<file path="src/hw/rtl/fcu_pkg.sv">
`timescale 1ns / 1ps
`default_nettype none

package fcu_pkg;

  // Single-precision constants used by the series and the final scaling
  localparam logic [31:0] FP_COEF_QUAD = 32'h3F56594B;  // 0.8373
  localparam logic [31:0] FP_COEF_LIN  = 32'h3F5D0000;  // 0.86328125
  localparam logic [31:0] FP_ONE       = 32'h3F800000;
  localparam logic [31:0] FP_HALF      = 32'h3F000000;
  localparam logic [31:0] FP_INF       = 32'h7F800000;

  localparam logic [7:0] SCALE_EXP     = 8'd126;
  localparam logic [7:0] EXP_BIAS      = 8'd127;
  localparam logic [3:0] MAX_SQUARINGS = 4'd8;   // 1 + 7 extra squarings

  typedef enum logic [1:0] {
    OP_MUL,
    OP_ADD,
    OP_RCP
  } op_e;

  typedef enum logic {
    SA_V,
    SA_ACC
  } sel_a_e;

  typedef enum logic [2:0] {
    SB_QUAD,
    SB_LIN,
    SB_ACC,
    SB_ONE,
    SB_RCP,
    SB_HALF
  } sel_b_e;

  typedef struct packed {
    logic   load;
    logic   start;
    op_e    op;
    sel_a_e sel_a;
    sel_b_e sel_b;
  } cmd_t;

  typedef struct packed {
    logic       done;
    logic [3:0] n_sq;
  } status_t;

endpackage

`default_nettype wire

</file>
<file path="src/hw/rtl/fcu_if.sv">
`timescale 1ns / 1ps
`default_nettype none

interface fcu_in_if;
  logic        valid;
  logic        ready;
  logic [31:0] x_bits;

  modport source (output valid, output x_bits, input ready);
  modport sink (input valid, input x_bits, output ready);
endinterface

interface fcu_out_if;
  logic        valid;
  logic        ready;
  logic [31:0] cosh_bits;

  modport source (output valid, output cosh_bits, input ready);
  modport sink (input valid, input cosh_bits, output ready);
endinterface

`default_nettype wire

</file>
<file path="src/hw/rtl/fcu_datapath.sv">
`timescale 1ns / 1ps
`default_nettype none

module fcu_datapath (
  input  wire logic             clk_i,
  input  wire logic             rst_ni,
  input  wire logic [31:0]      x_bits_i,
  input  wire fcu_pkg::cmd_t    cmd_i,
  output fcu_pkg::status_t      status_o,
  output logic [31:0]           res_o
);

  localparam int unsigned DIV_STEPS = 26;
  localparam logic [4:0]  DIV_CNT   = 5'(DIV_STEPS);

  // Round to nearest even, flush underflow, saturate overflow to infinity
  function automatic logic [31:0] round_pack(input logic [23:0] m, input logic g,
                                             input logic s, input logic signed [9:0] e);
    logic              up;
    logic [24:0]       m2;
    logic signed [9:0] e2;
    logic [22:0]       frac;
    up   = g & (s | m[0]);
    m2   = {1'b0, m} + {24'd0, up};
    e2   = e + $signed({9'd0, m2[24]});
    frac = m2[24] ? 23'd0 : m2[22:0];
    if (e2 > 10'sd254) begin
      round_pack = fcu_pkg::FP_INF;
    end else if (e2 < 10'sd1) begin
      round_pack = 32'd0;
    end else begin
      round_pack = {1'b0, e2[7:0], frac};
    end
  endfunction

  logic [31:0] v_q, acc_q, rcp_q;
  logic [3:0]  nsq_q;
  logic        done_q, mul_pend_q, div_pend_q;
  logic [4:0]  cnt_q;
  logic [47:0] prod_q;
  logic signed [9:0] pexp_q;
  logic        mzero_q, minf_q;
  logic [25:0] rem_q, quo_q;
  logic [23:0] div_q;
  logic signed [9:0] rexp_q;

  logic [31:0] opa, opb;
  logic [7:0]  ea, eb;

  always_comb begin
    opa = (cmd_i.sel_a == fcu_pkg::SA_V) ? v_q : acc_q;
    case (cmd_i.sel_b)
      fcu_pkg::SB_QUAD: opb = fcu_pkg::FP_COEF_QUAD;
      fcu_pkg::SB_LIN:  opb = fcu_pkg::FP_COEF_LIN;
      fcu_pkg::SB_ACC:  opb = acc_q;
      fcu_pkg::SB_ONE:  opb = fcu_pkg::FP_ONE;
      fcu_pkg::SB_RCP:  opb = rcp_q;
      fcu_pkg::SB_HALF: opb = fcu_pkg::FP_HALF;
      default:          opb = fcu_pkg::FP_ONE;
    endcase
    ea = opa[30:23];
    eb = opb[30:23];
  end

  // Operand load: clear sign, flush subnormal, fold e >= 0 into [0.5,1)
  logic [31:0] ld_v;
  logic [3:0]  ld_nsq;
  always_comb begin
    ld_v = {1'b0, x_bits_i[30:0]};
    if (x_bits_i[30:23] == 8'd0) begin
      ld_v = 32'd0;
    end
    ld_nsq = 4'd0;
    if (x_bits_i[30:23] >= fcu_pkg::EXP_BIAS) begin
      ld_v = {1'b0, fcu_pkg::SCALE_EXP, x_bits_i[22:0]};
      if (x_bits_i[30:23] >= fcu_pkg::EXP_BIAS + 8'd7) begin
        ld_nsq = fcu_pkg::MAX_SQUARINGS;
      end else begin
        ld_nsq = 4'(x_bits_i[30:23] - fcu_pkg::EXP_BIAS + 8'd1);
      end
    end
  end

  // Adder: both operands are non-negative, so only magnitude addition
  logic [31:0] add_big, add_sml, add_res;
  logic [7:0]  add_d;
  logic [4:0]  add_dc;
  logic [54:0] add_wide;
  logic [27:0] add_x, add_y, add_s;
  logic        add_st;
  always_comb begin
    if (eb > ea) begin
      add_big = opb;
      add_sml = opa;
    end else begin
      add_big = opa;
      add_sml = opb;
    end
    add_d    = add_big[30:23] - add_sml[30:23];
    add_dc   = (add_d > 8'd27) ? 5'd28 : add_d[4:0];
    add_wide = {(add_sml[30:23] != 8'd0), add_sml[22:0], 3'b000, 28'd0} >> add_dc;
    add_st   = |add_wide[27:0];
    add_x    = {1'b0, (add_big[30:23] != 8'd0), add_big[22:0], 3'b000};
    add_y    = {1'b0, add_wide[54:29], add_wide[28] | add_st};
    add_s    = add_x + add_y;
    if (add_big[30:23] == 8'hFF) begin
      add_res = fcu_pkg::FP_INF;
    end else if (add_s[27]) begin
      add_res = round_pack(add_s[27:4], add_s[3], |add_s[2:0],
                           $signed({2'b00, add_big[30:23]}) + 10'sd1);
    end else begin
      add_res = round_pack(add_s[26:3], add_s[2], |add_s[1:0],
                           $signed({2'b00, add_big[30:23]}));
    end
  end

  // Multiplier rounding from the registered product
  logic [31:0] mul_res;
  always_comb begin
    if (mzero_q) begin
      mul_res = 32'd0;
    end else if (minf_q) begin
      mul_res = fcu_pkg::FP_INF;
    end else if (prod_q[47]) begin
      mul_res = round_pack(prod_q[47:24], prod_q[23], |prod_q[22:0], pexp_q + 10'sd1);
    end else begin
      mul_res = round_pack(prod_q[46:23], prod_q[22], |prod_q[21:0], pexp_q);
    end
  end

  // Reciprocal rounding from the quotient and remainder
  logic [31:0] rcp_res;
  always_comb begin
    if (quo_q[25]) begin
      rcp_res = round_pack(quo_q[25:2], quo_q[1], quo_q[0] | (rem_q != 26'd0), rexp_q);
    end else begin
      rcp_res = round_pack(quo_q[24:1], quo_q[0], rem_q != 26'd0, rexp_q - 10'sd1);
    end
  end

  // One restoring division step
  logic [25:0] div_trial;
  logic        div_bit;
  always_comb begin
    div_bit   = rem_q >= {2'b00, div_q};
    div_trial = div_bit ? (rem_q - {2'b00, div_q}) : rem_q;
  end

  logic start_mul, start_add, start_rcp;
  assign start_mul = cmd_i.start && (cmd_i.op == fcu_pkg::OP_MUL);
  assign start_add = cmd_i.start && (cmd_i.op == fcu_pkg::OP_ADD);
  assign start_rcp = cmd_i.start && (cmd_i.op == fcu_pkg::OP_RCP);

  always_ff @(posedge clk_i or negedge rst_ni) begin
    if (!rst_ni) begin
      done_q     <= 1'b0;
      mul_pend_q <= 1'b0;
      div_pend_q <= 1'b0;
      cnt_q      <= 5'd0;
    end else begin
      done_q <= 1'b0;
      if (start_mul) begin
        mul_pend_q <= 1'b1;
      end else if (mul_pend_q) begin
        mul_pend_q <= 1'b0;
        done_q     <= 1'b1;
      end
      if (start_add) begin
        done_q <= 1'b1;
      end
      if (start_rcp) begin
        if (ea == 8'hFF) begin
          done_q <= 1'b1;
        end else begin
          div_pend_q <= 1'b1;
          cnt_q      <= DIV_CNT;
        end
      end else if (cnt_q != 5'd0) begin
        cnt_q <= cnt_q - 5'd1;
      end else if (div_pend_q) begin
        div_pend_q <= 1'b0;
        done_q     <= 1'b1;
      end
    end
  end

  always_ff @(posedge clk_i) begin
    if (cmd_i.load) begin
      v_q   <= ld_v;
      nsq_q <= ld_nsq;
    end
    if (start_mul) begin
      prod_q  <= {1'b1, opa[22:0]} * {1'b1, opb[22:0]};
      pexp_q  <= $signed({2'b00, ea}) + $signed({2'b00, eb}) - 10'sd127;
      mzero_q <= (ea == 8'd0) || (eb == 8'd0);
      minf_q  <= (ea == 8'hFF) || (eb == 8'hFF);
    end else if (mul_pend_q) begin
      acc_q <= mul_res;
    end
    if (start_add) begin
      acc_q <= add_res;
    end
    if (start_rcp) begin
      if (ea == 8'hFF) begin
        rcp_q <= 32'd0;
      end
      rem_q  <= 26'h0800000;
      quo_q  <= 26'd0;
      div_q  <= {1'b1, opa[22:0]};
      rexp_q <= 10'sd254 - $signed({2'b00, ea});
    end else if (cnt_q != 5'd0) begin
      rem_q <= {div_trial[24:0], 1'b0};
      quo_q <= {quo_q[24:0], div_bit};
    end else if (div_pend_q) begin
      rcp_q <= rcp_res;
    end
  end

  assign status_o.done = done_q;
  assign status_o.n_sq = nsq_q;
  assign res_o         = acc_q;

endmodule

`default_nettype wire

</file>
<file path="src/hw/rtl/fcu_controller.sv">
`timescale 1ns / 1ps
`default_nettype none

module fcu_controller (
  input  wire logic             clk_i,
  input  wire logic             rst_ni,
  input  wire logic             in_valid_i,
  output logic                  in_ready_o,
  input  wire logic             out_free_i,
  output logic                  res_load_o,
  input  wire fcu_pkg::status_t status_i,
  output fcu_pkg::cmd_t         cmd_o
);

  localparam logic [1:0] S_IDLE  = 2'd0;
  localparam logic [1:0] S_ISSUE = 2'd1;
  localparam logic [1:0] S_WAIT  = 2'd2;
  localparam logic [1:0] S_OUT   = 2'd3;

  localparam logic [2:0] P_LIN  = 3'd0;  // v * c1
  localparam logic [2:0] P_ADD0 = 3'd1;  // + c0
  localparam logic [2:0] P_MULV = 3'd2;  // v * t
  localparam logic [2:0] P_ADD1 = 3'd3;  // + 1
  localparam logic [2:0] P_SQ   = 3'd4;  // y * y
  localparam logic [2:0] P_RCP  = 3'd5;  // 1 / y
  localparam logic [2:0] P_SUM  = 3'd6;  // y + 1/y
  localparam logic [2:0] P_HALF = 3'd7;  // * 0.5

  logic [1:0] state_q, state_d;
  logic [2:0] pc_q, pc_d;
  logic [3:0] sq_q, sq_d;

  always_comb begin
    cmd_o       = '0;
    cmd_o.op    = fcu_pkg::OP_MUL;
    cmd_o.sel_a = fcu_pkg::SA_ACC;
    cmd_o.sel_b = fcu_pkg::SB_ACC;
    in_ready_o  = (state_q == S_IDLE);
    res_load_o  = (state_q == S_OUT) && out_free_i;
    cmd_o.load  = (state_q == S_IDLE) && in_valid_i;
    cmd_o.start = (state_q == S_ISSUE);
    case (pc_q)
      P_LIN: begin
        cmd_o.sel_a = fcu_pkg::SA_V;
        cmd_o.sel_b = fcu_pkg::SB_QUAD;
      end
      P_ADD0: begin
        cmd_o.op    = fcu_pkg::OP_ADD;
        cmd_o.sel_b = fcu_pkg::SB_LIN;
      end
      P_MULV: begin
        cmd_o.sel_a = fcu_pkg::SA_V;
      end
      P_ADD1: begin
        cmd_o.op    = fcu_pkg::OP_ADD;
        cmd_o.sel_b = fcu_pkg::SB_ONE;
      end
      P_SQ: begin
        cmd_o.op = fcu_pkg::OP_MUL;
      end
      P_RCP: begin
        cmd_o.op = fcu_pkg::OP_RCP;
      end
      P_SUM: begin
        cmd_o.op    = fcu_pkg::OP_ADD;
        cmd_o.sel_b = fcu_pkg::SB_RCP;
      end
      P_HALF: begin
        cmd_o.sel_b = fcu_pkg::SB_HALF;
      end
      default: begin
        cmd_o.op = fcu_pkg::OP_MUL;
      end
    endcase
  end

  always_comb begin
    state_d = state_q;
    pc_d    = pc_q;
    sq_d    = sq_q;
    case (state_q)
      S_IDLE: begin
        if (in_valid_i) begin
          state_d = S_ISSUE;
          pc_d    = P_LIN;
        end
      end
      S_ISSUE: begin
        state_d = S_WAIT;
      end
      S_WAIT: begin
        if (status_i.done) begin
          state_d = S_ISSUE;
          case (pc_q)
            P_ADD1: begin
              // skip the squaring loop for operands below one
              if (status_i.n_sq == 4'd0) begin
                pc_d = P_RCP;
              end else begin
                pc_d = P_SQ;
                sq_d = status_i.n_sq;
              end
            end
            P_SQ: begin
              if (sq_q == 4'd1) begin
                pc_d = P_RCP;
              end else begin
                sq_d = sq_q - 4'd1;
              end
            end
            P_HALF: begin
              state_d = S_OUT;
            end
            default: begin
              pc_d = pc_q + 3'd1;
            end
          endcase
        end
      end
      S_OUT: begin
        if (out_free_i) begin
          state_d = S_IDLE;
        end
      end
      default: begin
        state_d = S_IDLE;
      end
    endcase
  end

  always_ff @(posedge clk_i or negedge rst_ni) begin
    if (!rst_ni) begin
      state_q <= S_IDLE;
      pc_q    <= P_LIN;
      sq_q    <= 4'd0;
    end else begin
      state_q <= state_d;
      pc_q    <= pc_d;
      sq_q    <= sq_d;
    end
  end

endmodule

`default_nettype wire

</file>
<file path="src/hw/rtl/float_cosh_unit.sv">
// float_cosh_unit: approximate hyperbolic cosine of one single-precision float.
// Input channel in_i carries x_bits; an item is taken when valid and ready are
// both high. Output channel out_o carries cosh_bits under the same handshake.
// The operand's sign is dropped; values of magnitude one or more are folded to
// [0.5,1), run through a quadratic series for e^v and squared 1..8 times. The
// reciprocal is added and the sum halved. Every step rounds to nearest even,
// flushes subnormals and saturates overflow to +infinity.
// One item is in work at a time. Every multiply runs on the shared multiplier,
// and the reciprocal comes from the 26-step restoring divider. The squarings
// run only for operands of magnitude one or more. The next item is taken once
// the previous result has moved into the output register.
// A finished result sits in an output register; the block takes the next item
// while that result waits, and holds the following one back only until the
// register frees. While out_o.valid is high and out_o.ready is low, out_o.valid
// and cosh_bits hold. Reset empties the output register and returns the
// controller to idle.
`timescale 1ns / 1ps
`default_nettype none

module float_cosh_unit (
  input  wire logic clk_i,
  input  wire logic rst_ni,
  fcu_in_if.sink    in_i,
  fcu_out_if.source out_o
);

  fcu_pkg::cmd_t    cmd;
  fcu_pkg::status_t status;
  logic             res_load;
  logic             out_free;
  logic [31:0]      res;

  logic        out_valid_q;
  logic [31:0] out_bits_q;

  // output register is free when empty or being drained this cycle
  assign out_free = !out_valid_q || out_o.ready;

  fcu_controller u_ctrl (
    .clk_i      (clk_i),
    .rst_ni     (rst_ni),
    .in_valid_i (in_i.valid),
    .in_ready_o (in_i.ready),
    .out_free_i (out_free),
    .res_load_o (res_load),
    .status_i   (status),
    .cmd_o      (cmd)
  );

  fcu_datapath u_dp (
    .clk_i    (clk_i),
    .rst_ni   (rst_ni),
    .x_bits_i (in_i.x_bits),
    .cmd_i    (cmd),
    .status_o (status),
    .res_o    (res)
  );

  // hold the result until the receiver takes it
  always_ff @(posedge clk_i or negedge rst_ni) begin
    if (!rst_ni) begin
      out_valid_q <= 1'b0;
    end else if (res_load) begin
      out_valid_q <= 1'b1;
    end else if (out_o.ready) begin
      out_valid_q <= 1'b0;
    end
  end

  always_ff @(posedge clk_i) begin
    if (res_load) begin
      out_bits_q <= res;
    end
  end

  assign out_o.valid     = out_valid_q;
  assign out_o.cosh_bits = out_bits_q;

endmodule

`default_nettype wire

</file>
<file path="src/flat_wrapper.sv">
// flat-port wrapper written by rule: the top's interface ports become plain ports
module float_cosh_unit_flat 
  (clk_i, rst_ni, in_i_valid, in_i_x_bits, in_i_ready, out_o_valid, out_o_cosh_bits, out_o_ready);
  fcu_in_if in_i_i ();
  fcu_out_if out_o_i ();
  input  wire logic clk_i;
  input  wire logic rst_ni;
  input wire logic [$bits(in_i_i.valid)-1:0] in_i_valid;
  input wire logic [$bits(in_i_i.x_bits)-1:0] in_i_x_bits;
  output wire logic [$bits(in_i_i.ready)-1:0] in_i_ready;
  output wire logic [$bits(out_o_i.valid)-1:0] out_o_valid;
  output wire logic [$bits(out_o_i.cosh_bits)-1:0] out_o_cosh_bits;
  input wire logic [$bits(out_o_i.ready)-1:0] out_o_ready;
  assign in_i_i.valid = in_i_valid;
  assign in_i_i.x_bits = in_i_x_bits;
  assign in_i_ready = in_i_i.ready;
  assign out_o_valid = out_o_i.valid;
  assign out_o_cosh_bits = out_o_i.cosh_bits;
  assign out_o_i.ready = out_o_ready;
  float_cosh_unit u_core (.clk_i(clk_i), .rst_ni(rst_ni), .in_i(in_i_i), .out_o(out_o_i));
endmodule
</file>
<file path="config.mk">
export PLATFORM = sky130hd
export DESIGN_NAME = float_cosh_unit_flat
export DESIGN_NICKNAME = d
export VERILOG_FILES = /design/src/hw/rtl/fcu_pkg.sv /design/src/hw/rtl/fcu_if.sv /design/src/hw/rtl/fcu_datapath.sv /design/src/hw/rtl/fcu_controller.sv /design/src/hw/rtl/float_cosh_unit.sv /design/src/flat_wrapper.sv
export SDC_FILE = /design/constraint.sdc
export NUM_CORES = 2
export LEC_CHECK = 0
export ABC_AREA = 0
export BUFFER_PORTS_ARGS = -buffer_cell sky130_fd_sc_hd__buf_4
export CAP_MARGIN = 15
export CORE_MARGIN = 5
export CORE_UTILIZATION = 40
export CTS_CLUSTER_SIZE = 28
export DETAILED_ROUTE_END_ITERATION = 6
export PLACE_DENSITY = 0.61
export SLEW_MARGIN = 0
export SYNTH_ARGS = -nofsm -noshare
export SYNTH_HDL_FRONTEND = slang
export SYNTH_SLANG_ARGS = --single-unit
</file>
<file path="constraint.sdc">
create_clock -name clk_i -period 23.8 [get_ports clk_i]
set_clock_uncertainty 0.2 [all_clocks]
set_input_delay 2.38 -clock clk_i [delete_from_list [all_inputs] [get_ports clk_i]]
set_output_delay 2.38 -clock clk_i [all_outputs]
set_load 0.02 [all_outputs]
</file>
==> impl_metrics.tcl <==
set metrics [dict create \
    routed_wirelength_microns 125800 \
    required_ps 24070 \
    fmax_mhz 62.33 \
    clock_latency_ps 630 \
    gp_congestion 0.9626 \
    hold_buffers 0 \
    drive_gt1_frac 0.06933 \
    slew_violations 0 \
    yosysTopAreaCell "fa_1" \
    min_path_type "flip-flop to flip-flop" \
    drt_drc_violations_left 0 \
    synth-simple-area-share 0.1788 \
    synth_edf_count 220 \
    fp.dieH_microns 324.2 \
    num_vias 33024 \
    period_needed_ps 16040 \
    crit_top_cell "ha_1" \
    die_w_microns 324.2 \
    grt.total_usage 0.2414 \
    synth.avg_cell_area_sq_um 8.607 \
    cts_setup_buffers 0 \
    outcome "finished clean" \
    crit_fanout 44 \
    routed_via_density 5.606 \
    worst_setup_path_start_kind "flip-flop" \
    synthTopCellsByCount "inv_1 (628), nor2_1 (560), nand2_1 (547)" \
    io_pins 70 \
    synth.top_cell.area_share 0.2458 \
    muxShareOfSynthArea 0.01641 \
    clock_sinks 289 \
    ys_seq_area_frac 0.2045 \
    fin_crit_sh 0.6741 \
    antenna_found_initial 3 \
    tightest_slew_ps 1080 \
    ys_seq_elements 289 \
    dpl.hpwl_microns 95670 \
    critPathKind "flip-flop to flip-flop" \
    cap_violations 0 \
    slowest_delay_ps 1070 \
    tns_ps 0 \
    cp_slowest_cell "nor2_1" \
    synth_fa_ha_area_frac 0.3342 \
    cts_htree_levels 2 \
    yosysWarnings 0 \
    num_rows 115 \
    synth_cell_types 101 \
    synth_top_flop_cell "edfxtp_1" \
    grt_max_degree 77 \
    postRouteAntennaNets 0 \
    fill_cells 9670 \
    synth_compound_area_frac 0.1273 \
    avgRoutedWirePerCell_microns 21.35 \
    cts_root_buf "clkbuf_16" \
    grt_pass1_wl_microns 196100 \
    overflow 0 \
    final_nets 5367 \
    cts-buffers-inserted 42 \
    arrival_ps 16310 \
    synth_area_sq_um 39500 \
    areaGrowthSynthToFinish_pct 9.073 \
    core-area_sq_um 98130 \
    synth_most_common_cell "inv_1" \
    hold_viol 0 \
    port_buffers 67 \
    synthArstFlopShare 0.06228 \
    drt_iter0_drc 2483 \
    finalSetupViolCount 0 \
    clock_path_buffers 3 \
    rsz0062_at_grt "false" \
    path_clk_slew_ps 60 \
    worst_setup_path_end_kind "flip-flop" \
    synth_top_family_by_area "adder cells" \
    netlist_instances 4589 \
    start_util 0.4025 \
    die_area_sq_um 105100 \
    post_cts_resized 0 \
    synth.area.top_cells "fa_1 (25%), edfxtp_1 (17%), ha_1 (8.8%), inv_1 (6.0%), nor2_1 (5.3%)" \
    synthXorXnorAreaFrac 0.05563 \
    grt_pass1_vias 33141 \
    first_pass_iters 6 \
    cts_tree "built" \
    max_slew_margin 0.2794 \
]
## cells by family (layout without fill, tap and decap cells)
| kind of cell | after synthesis | in the layout |
|---|---|---|
| other | 1 | 5 |
| multiplexers | 63 | 63 |
| AO/OA/AOI/OAI | 765 | 765 |
| flip-flops | 289 | 289 |
| AND/OR/NAND/NOR | 1592 | 1592 |
| XOR/XNOR | 250 | 250 |
| buffers and inverters | 865 | 876 |
| adder cells (fa/ha/maj) | 764 | 764 |
## critical path, delay by kind of cell (launching register included)
kind            cells  cell delay, ps
compound gates     14            3390
xor+xnor            1             170
fa+ha+maj           6            1810
buf+inv             4            1090
flops               1             460
mux                 4            1630
simple gates       20            7020
## layout make-up
cell class / instances / area, sq um / area share
multi-input combinational: 3436 / 28320 / 0.6573
sequential: 289 / 8078 / 0.1875
inverter: 637 / 2392 / 0.05553
tap: 1287 / 1610 / 0.03738
timing repair buffer: 161 / 1229 / 0.02852
clock buffer: 50 / 1112 / 0.02582
clock inverter: 28 / 334.1 / 0.007755
antenna: 3 / 7.507 / 0.0001743
## placed cells by master (no fill, tap or decap), types with 11 or more instances in the layout
cell,n
and3_1,28
inv_1,627
a21oi_1,236
o211ai_1,21
fa_1,485
o31ai_1,11
or3_1,13
mux2i_1,48
a21o_1,33
edfxtp_1,220
nand4_1,36
o21bai_1,17
nand2_1,547
nor4_1,27
xor2_1,83
a22o_1,23
or2_2,18
clkbuf_16,43
nor2_1,558
nor2b_1,38
and2_1,49
buf_4,160
o21ai_0,142
a211oi_1,31
nand3_1,98
dfrtp_1,18
o22ai_1,47
nand2b_1,28
o21a_1,16
dfxtp_1,51
a31oi_1,18
a22oi_1,28
a21boi_0,11
xnor2_1,165
ha_1,279
nor3_1,100
mux2_2,11
## registers in the layout, summed over array words and instances (netlist names), 4 cells and up
| signal | count |
|---|---|
| u_core.u_dp.prod_q | 48 |
| u_core.out_o.cosh_bits | 31 |
| u_core.u_dp.rcp_q | 31 |
| u_core.u_dp.res_o | 31 |
| u_core.u_dp.v_q | 31 |
| u_core.u_dp.quo_q | 26 |
| u_core.u_dp.rem_q | 25 |
| u_core.u_dp.div_q | 23 |
| u_core.u_dp.pexp_q | 10 |
| u_core.u_dp.rexp_q | 9 |
| u_core.u_dp.cnt_q | 5 |
| u_core.u_ctrl.sq_q | 4 |
| u_core.u_dp.nsq_q | 4 |
## layer usage
metal  part of all wire  up-vias  GRT usage  wire length [microns]
li1                   -    15141          -                      -
met1               0.43    16339     0.3366                  54450
met2               0.44     1272     0.3742                  55510
met3              0.086      268    0.05363                  10860
met4              0.039        4    0.08090                   4849
met5            0.00063        -   0.006349                     79
## final timing paths
kind | from | to | slack [ps] | depth (start not counted)
max | u_core.u_ctrl.pc_q[1] | u_core.u_dp.res_o[5] | 7760 | 49
min | u_core.u_dp.quo_q[24] | u_core.u_dp.quo_q[24] | 310 | 2
max reg2reg | u_core.u_ctrl.pc_q[1] | u_core.u_dp.res_o[5] | 7760 | 49
min reg2reg | u_core.u_dp.quo_q[24] | u_core.u_dp.quo_q[24] | 310 | 2
max in group asynchronous | rst_ni | u_core.u_dp.cnt_q[4] | 21760 | 1
min in group asynchronous | rst_ni | u_core.u_ctrl.sq_q[2] | 1430 | 1
## stage by stage
step | worst slack [ps] | cells | area (sq um) | util | hold slack (ps)
floorplan | 6858 | 4590 | 39500 | - | 244.9
global placement | 8010 | 5809 | 41600 | 0.4239 | 285.8
detailed placement | 8049 | 5810 | 41630 | 0.4242 | 293.1
CTS | 8024 | 5888 | 43070 | 0.4389 | 301.9
global route | 6852 | 5889 | 43080 | 0.4390 | 333.3
finish | 7756 | 5891 | 43080 | 0.4390 | 305.8
Power is left out: the tool's default activity adds up to more than one toggle a clock period on the data nets, which glitch-free logic cannot reach.
